`config.mk`:
```
export PLATFORM = sky130hd
export DESIGN_NAME = bitset_word_operation_engine_unit
export DESIGN_NICKNAME = d
export VERILOG_FILES = /design/src/bwoe_pkg.sv /design/src/bitset_word_operation_engine_unit.sv
export SDC_FILE = /design/constraint.sdc
export NUM_CORES = 1
export LEC_CHECK = 0
export BUFFER_PORTS_ARGS = -buffer_cell sky130_fd_sc_hd__buf_2
export CAP_MARGIN = 20
export CORE_AREA = 5 5 165 167
export CTS_CLUSTER_SIZE = 24
export DETAILED_ROUTE_END_ITERATION = 16
export DIE_AREA = 0 0 170 172
export GPL_ROUTABILITY_DRIVEN = 0
export PLACE_DENSITY_LB_ADDON = 0.15
export SLEW_MARGIN = 10
export SYNTH_ARGS = -nofsm -noshare
export SYNTH_HDL_FRONTEND = slang
export SYNTH_SLANG_ARGS = --single-unit
```
`constraint.sdc`:
```
create_clock -name clk -period 10.4 [get_ports clk]
set_input_delay 0 -clock clk [delete_from_list [all_inputs] [get_ports clk]]
set_output_delay 0 -clock clk [all_outputs]
set_load 0.02 [all_outputs]
```
`src/bwoe_pkg.sv`:
```
// ----------------------------------------------------------------------------
// bwoe_pkg
// Operation codes, field widths and limits shared by the bitset word engine
// and its checker.
// ----------------------------------------------------------------------------
package bwoe_pkg;

  localparam int WORD_W    = 32;
  localparam int KIND_W    = 4;
  localparam int ITEM_W    = 26;
  localparam int COUNT_W   = ITEM_W + 1;
  localparam int POP_W     = $clog2(WORD_W + 1);
  localparam int END_W     = $clog2(WORD_W);

  // in_tuser: kind, is_first
  localparam int IN_USER_W = KIND_W + 1;
  // in_tdata: word_a, word_b
  localparam int IN_DATA_W = 2 * WORD_W;

  // out_tdata: result_word, other_word_out, new_bits_word, run_flag, run_count
  localparam int OUT_FIELD_W = 3 * WORD_W + 1 + COUNT_W;
  localparam int OUT_DATA_W  = ((OUT_FIELD_W + 7) / 8) * 8;
  localparam int OUT_PAD_W   = OUT_DATA_W - OUT_FIELD_W;

  localparam int OFS_OTHER = WORD_W;
  localparam int OFS_NEW   = 2 * WORD_W;
  localparam int OFS_FLAG  = 3 * WORD_W;
  localparam int OFS_COUNT = 3 * WORD_W + 1;

  localparam logic [COUNT_W-1:0] TALLY_MAX = COUNT_W'(1) << ITEM_W;
  localparam logic [WORD_W-1:0]  FULL_WORD = '1;

  typedef logic [KIND_W-1:0] kind_t;

  localparam kind_t KIND_UNION    = 4'd0;
  localparam kind_t KIND_AND      = 4'd1;
  localparam kind_t KIND_DIFF     = 4'd2;
  localparam kind_t KIND_NOR      = 4'd3;
  localparam kind_t KIND_MERGE    = 4'd4;
  localparam kind_t KIND_ENSURE   = 4'd5;
  localparam kind_t KIND_EQUAL    = 4'd6;
  localparam kind_t KIND_SUBSET   = 4'd7;
  localparam kind_t KIND_DISJOINT = 4'd8;
  localparam kind_t KIND_COUNT    = 4'd9;
  localparam kind_t KIND_FILL     = 4'd10;
  localparam kind_t KIND_CLEAR    = 4'd11;

endpackage

```
`src/bitset_word_operation_engine_unit.sv`:
```
// ----------------------------------------------------------------------------
// bitset_word_operation_engine_unit
// Applies a set operation to one word pair of two dense bitsets per request.
//
// One request per cycle is taken, as long as the output is not stalled,
// and one result per request is given: the request lands in an input
// register, and a single pass of bitwise logic, a 32-bit
// popcount and a 27-bit saturating add fills the result register. Running
// flag and count are carried from word to word of a run and restart after
// the word marked last. item_count sets the padding mask used by fill on the
// last word; write it only while no request is in flight.
// ----------------------------------------------------------------------------
module bitset_word_operation_engine_unit
  import bwoe_pkg::*;
(
  input  logic                  clk,
  input  logic                  rst_n,
  // configuration: item_count
  input  logic                  cfg_valid,
  output logic                  cfg_ready,
  input  logic [ITEM_W-1:0]     cfg_data,
  // requests
  input  logic                  in_tvalid,
  output logic                  in_tready,
  input  logic [IN_DATA_W-1:0]  in_tdata,   // word_a, word_b
  input  logic [IN_USER_W-1:0]  in_tuser,   // kind, is_first
  input  logic                  in_tlast,   // is_last
  // results
  output logic                  out_tvalid,
  input  logic                  out_tready,
  output logic [OUT_DATA_W-1:0] out_tdata,  // result_word, other_word_out,
                                            // new_bits_word, run_flag,
                                            // run_count, zero pad
  output logic                  out_tlast   // last_out
);

  function automatic logic [POP_W-1:0] pop_word(input logic [WORD_W-1:0] w);
    logic [WORD_W-1:0] p1, p2, p3, p4, p5;
    p1 = (w & 32'h5555_5555) + ((w >> 1) & 32'h5555_5555);
    p2 = (p1 & 32'h3333_3333) + ((p1 >> 2) & 32'h3333_3333);
    p3 = (p2 & 32'h0F0F_0F0F) + ((p2 >> 4) & 32'h0F0F_0F0F);
    p4 = (p3 & 32'h00FF_00FF) + ((p3 >> 8) & 32'h00FF_00FF);
    p5 = (p4 & 32'h0000_FFFF) + ((p4 >> 16) & 32'h0000_FFFF);
    return p5[POP_W-1:0];
  endfunction

  logic [ITEM_W-1:0]  item_count_r;

  logic               s1_valid_r;
  kind_t              s1_kind_r;
  logic [WORD_W-1:0]  s1_a_r;
  logic [WORD_W-1:0]  s1_b_r;
  logic               s1_first_r;
  logic               s1_last_r;

  logic               out_valid_r;
  logic [OUT_DATA_W-1:0] out_data_r;
  logic [OUT_DATA_W-1:0] out_data_nxt;
  logic               out_last_r;

  logic               seen_r;
  logic               seen_nxt;
  logic [COUNT_W-1:0] tally_r;
  logic [COUNT_W-1:0] tally_nxt;

  logic               s2_ready;
  logic               s1_adv;

  logic [WORD_W-1:0]  res_w, other_w, fresh_w, fill_w, last_mask;
  logic               flag_w, broken;
  logic [COUNT_W-1:0] count_w, tally_sum;
  logic [ITEM_W-1:0]  item_end;
  logic [END_W-1:0]   end_bits;

  assign cfg_ready  = 1'b1;
  assign s2_ready   = !out_valid_r || out_tready;
  assign s1_adv     = s1_valid_r && s2_ready;
  assign in_tready  = !s1_valid_r || s2_ready;
  assign out_tvalid = out_valid_r;
  assign out_tdata  = out_data_r;
  assign out_tlast  = out_last_r;

  // Valid bits in the last word: (item_count + 1) mod word size, zero = full.
  assign item_end  = item_count_r + ITEM_W'(1);
  assign end_bits  = item_end[END_W-1:0];
  assign last_mask = (end_bits == '0) ? FULL_WORD : ~(FULL_WORD << end_bits);
  assign tally_sum = tally_r + COUNT_W'(pop_word(s1_a_r));

  always_comb begin
    fill_w = FULL_WORD;
    if (s1_last_r) begin
      fill_w = fill_w & last_mask;
    end
    if (s1_first_r) begin
      fill_w = fill_w & ~WORD_W'(1);
    end
  end

  always_comb begin
    res_w     = s1_a_r;
    other_w   = s1_b_r;
    fresh_w   = '0;
    flag_w    = 1'b0;
    count_w   = '0;
    seen_nxt  = seen_r;
    tally_nxt = tally_r;
    broken    = 1'b0;
    case (s1_kind_r)
      KIND_UNION: res_w = s1_a_r | s1_b_r;
      KIND_AND:   res_w = s1_a_r & s1_b_r;
      KIND_DIFF:  res_w = s1_a_r & ~s1_b_r;
      KIND_NOR:   res_w = ~(s1_a_r | s1_b_r);
      KIND_MERGE, KIND_ENSURE: begin
        fresh_w = s1_b_r & ~s1_a_r;
        res_w   = s1_a_r | s1_b_r;
        if (s1_kind_r == KIND_MERGE) begin
          other_w = '0;
        end
        seen_nxt = seen_r || (fresh_w != '0);
        flag_w   = seen_nxt;
      end
      KIND_EQUAL, KIND_SUBSET, KIND_DISJOINT: begin
        if (s1_kind_r == KIND_EQUAL) begin
          broken = (s1_a_r != s1_b_r);
        end else if (s1_kind_r == KIND_SUBSET) begin
          broken = ((s1_a_r & ~s1_b_r) != '0);
        end else begin
          broken = ((s1_a_r & s1_b_r) != '0);
        end
        seen_nxt = seen_r || broken;
        flag_w   = !seen_nxt;
      end
      KIND_COUNT: begin
        tally_nxt = (tally_sum > TALLY_MAX) ? TALLY_MAX : tally_sum;
        count_w   = tally_nxt;
      end
      KIND_FILL:  res_w = fill_w;
      KIND_CLEAR: res_w = '0;
      default: ;
    endcase
    // restart the run after its last word
    if (s1_last_r) begin
      seen_nxt  = 1'b0;
      tally_nxt = '0;
    end
    out_data_nxt = {{OUT_PAD_W{1'b0}}, count_w, flag_w, fresh_w, other_w, res_w};
  end

  always_ff @(posedge clk) begin
    if (!rst_n) begin
      item_count_r <= '0;
      s1_valid_r   <= 1'b0;
      out_valid_r  <= 1'b0;
      seen_r       <= 1'b0;
      tally_r      <= '0;
    end else begin
      if (cfg_valid && cfg_ready) begin
        item_count_r <= cfg_data;
      end
      if (in_tready) begin
        s1_valid_r <= in_tvalid;
      end
      if (s2_ready) begin
        out_valid_r <= s1_valid_r;
      end
      if (s1_adv) begin
        seen_r  <= seen_nxt;
        tally_r <= tally_nxt;
      end
    end
  end

  // payload registers
  always_ff @(posedge clk) begin
    if (in_tvalid && in_tready) begin
      s1_kind_r  <= in_tuser[KIND_W-1:0];
      s1_first_r <= in_tuser[KIND_W];
      s1_a_r     <= in_tdata[WORD_W-1:0];
      s1_b_r     <= in_tdata[IN_DATA_W-1:WORD_W];
      s1_last_r  <= in_tlast;
    end
    if (s1_adv) begin
      out_data_r <= out_data_nxt;
      out_last_r <= s1_last_r;
    end
  end

endmodule

```
==> flow_summary.ini <==
[status]
outcome = finished clean

[power]
ir_worst_vdd_uv = 214.4
p_per_area_nw_per_um2 = 182.4
leakage_nw = 7.039

[worst_setup_path]
reg2regPathDepth = 23
setup.worst_path.end_class = register
r2r_slack_ns = 2.61
rr_endpoint = tally_r[18]$_SDFFE_PN0P_
worstPathRequired_ns = 10.83
cp_data_arrival_time_ns = 8.23
timing.rr.start = s1_a_r[8]$_DFFE_PP_
critical_path_class = register to register
crit_path_start_kind = register
worstPathMaxFanout = 13

[synth]
synth_top_cell_by_area = edfxtp_1
yosysTopAreaCellShare_pct = 42.33
ys_seq_area_share_pct = 47.39
ys_seq_elements = 230
ys_types = 60
ys_warn_count = 0
post-synth-top-count-cell = edfxtp_1
postSynth.asyncResetShare_pct = 0
synth_area_um2 = 13830
synth_commonest_cells = edfxtp_1, ha_1, nor2_1
syn_inst = 1293
syn_avg_cell_area_um2 = 10.70
synth_ff_type = edfxtp_1
synth-edff-count = 195
yosys-top-cells-area = edfxtp_1, ha_1, dfxtp_1

[timing]
drv_slew = 0
setup_violations = 0
relSlewSlack_pct = 28.03
layout_min_cycle_time_ns = 7.794
hold_viol_final = 0
tns_ns = 0
rsz0062_at_grt = no
holdWs_ns = 0.1876
fmax_mhz = 128.3
worst_slew_pin_slew_ns = 1.074
skew_ns = 0.01407
finalCritPeriodShare_pct = 74.94

[clock_tree]
numClockSinks = 230
clkLatencyLatePin_ns = 0.53
clockBufferDepth = 3
path_clk_slew_ns = 0.07
postCtsSetupBuffers = 0
cts-root-buf = clkbuf_16
cts_tree = done
cts_buffers = 24
cts_max_level = 1

[min_path]
worstHoldStart = in_tdata[21]
min_path_cells = 2
hold_end = s1_a_r[21]$_DFFE_PP_
hold_path.class = input pin to register

[cells_and_area]
nFillCells = 2006
drive_gt1_share_pct = 16.48
seq_area_um2 = 6556
nets = 1858
multi_input_area_um2 = 6681
diodes = 0
layout.cells.non_filler = 1907
syn_to_final_growth_pct = 20.40

[grt]
grt_usage_pct = 25.73
grt_pass1_vias = 10734
grt_pass1_wl_um = 58830
gr-total-overflow = 0
grt_max_degree = 74
antenna_found_initial = 0

[floorplanning]
fp.dieW_um = 170
io_pins = 233
rows = 59
die-area_um2 = 29240
initial_core_util_pct = 54.01
coreArea_um2 = 25620
die_y_um = 172

[placement]
dpl.cell_count = 1779
portBuffers = 206
hpwlAfterDp_um = 28410

[detailed_routing]
wl_per_cell_um = 20.24
drt.antenna.violating_nets = 0
wl_um = 38590
first_pass_iters = 9
route.detailed.drc = 0
vias = 10838
drtIter0Drc = 1280
vias_per_cell = 5.683

[flow_run]
maxCapViolations = 0
report_power, final:
| part | internal (W) | switching, W |
|---|---|---|
| combinational | 0.000467 | 0.000685 |
| clock | 0.000441 | 0.000343 |
| sequential | 0.00106 | 0.0000382 |
state kept, by name, summed over array words and instances, names as in the netlist:
signal and flops:
s1_first_r 1, out_tlast 1, s1_kind_r 4, s1_a_r 32
out_tdata 124, tally_r 27, s1_last_r 1, item_count_r 5
out_tvalid 1, s1_valid_r 1, s1_b_r 32, seen_r 1
area by class of cell:
cell class,count,area share [%]
multi-input combinational,907,40.11
sequential,230,39.36
timing repair buffer,300,11.69
clock buffer,33,3.936
tap,335,2.516
inverter,91,2.051
clock inverter,11,0.3380
per-stage QoR:
| stage | utilization, % | area [µm²] | worst slack [ns] | power, W |
|---|---|---|---|---|
| floorplan | - | 13850 | 1.550 | 0.001941 |
| global placement | 58.97 | 15100 | 2.799 | 0.002208 |
| detailed placement | 58.97 | 15100 | 2.722 | 0.002239 |
| CTS | 65.03 | 16660 | 2.679 | 0.003054 |
| global route | 65.03 | 16660 | 2.162 | 0.003227 |
| finish | 65.03 | 16660 | 2.606 | 0.003038 |
layer usage:
layer	vias up	routed length, µm	GRT usage [%]
li1	5139	-	-
met1	5099	15190	33.99
met2	513	18940	44.47
met3	87	3185	3.429
met4	0	1274	8.056
met5	-	0	0
placed cells by master (no fill, tap or decap), types with 17 or more instances in the layout:
cell and n:
a21o_1 18, buf_2 206, dfxtp_1 35, xor2_1 17
a21oi_1 86, dlygate4sd3_1 84, o21ai_0 24, nor4_1 35
and2_1 39, ha_1 187, nand2_1 37, nand3_1 18
inv_1 90, xnor2_1 25, nor2_1 173, edfxtp_1 195
nor3_1 49, clkbuf_16 25
cells by family after synthesis:
| family | after synthesis | synth area share, % |
|---|---|---|
| other | 2 | 0.05428 |
| AO/OA/AOI/OAI | 224 | 10.46 |
| multiplexers | 11 | 0.7959 |
| adder cells (fa/ha/maj) | 203 | 19.23 |
| XOR/XNOR | 42 | 2.659 |
| buffers and inverters | 159 | 4.567 |
| flip-flops | 230 | 47.39 |
| AND/OR/NAND/NOR | 422 | 14.84 |
worst max-delay path, cell delays in order (launching register included):
cell and delay [ns]:
edfxtp_1 0.48, ha_1 0.34, ha_1 0.21, fa_1 0.51, inv_1 0.06, fa_1 0.55, inv_1 0.09, fa_1 0.64
ha_1 0.27, a21o_1 0.16, a21oi_1 0.23, nor2b_1 0.07, o21ai_0 0.16, nand2b_1 0.08, ha_1 0.35, and3_1 0.19
a221o_1 0.52, or4_1 0.47, o31a_1 0.12, or4_1 0.57, or4b_1 0.73, a21oi_2 0.58, nand4bb_1 0.16, a21oi_1 0.17
worst max-delay path by stage:
stage,slack [ns],from,end
floorplan,1.55,out_tvalid$_SDFFE_PN0P_,tally_r[18]$_SDFFE_PN0P_
CTS,2.68,s1_a_r[8]$_DFFE_PP_,tally_r[20]$_SDFFE_PN0P_
finish,2.61,s1_a_r[8]$_DFFE_PP_,tally_r[18]$_SDFFE_PN0P_
global route,2.16,s1_a_r[14]$_DFFE_PP_,tally_r[18]$_SDFFE_PN0P_
detailed placement,2.72,s1_a_r[10]$_DFFE_PP_,tally_r[20]$_SDFFE_PN0P_
global placement,2.80,s1_a_r[8]$_DFFE_PP_,tally_r[18]$_SDFFE_PN0P_
what timing repair did:
item                       in CTS  in global routing
hold endpoints to repair       80                  0
setup endpoints to repair       0                  0
hold buffers                   84                  0
resized for setup               0                  0
Note: power is estimated with default switching activity, not from simulation.
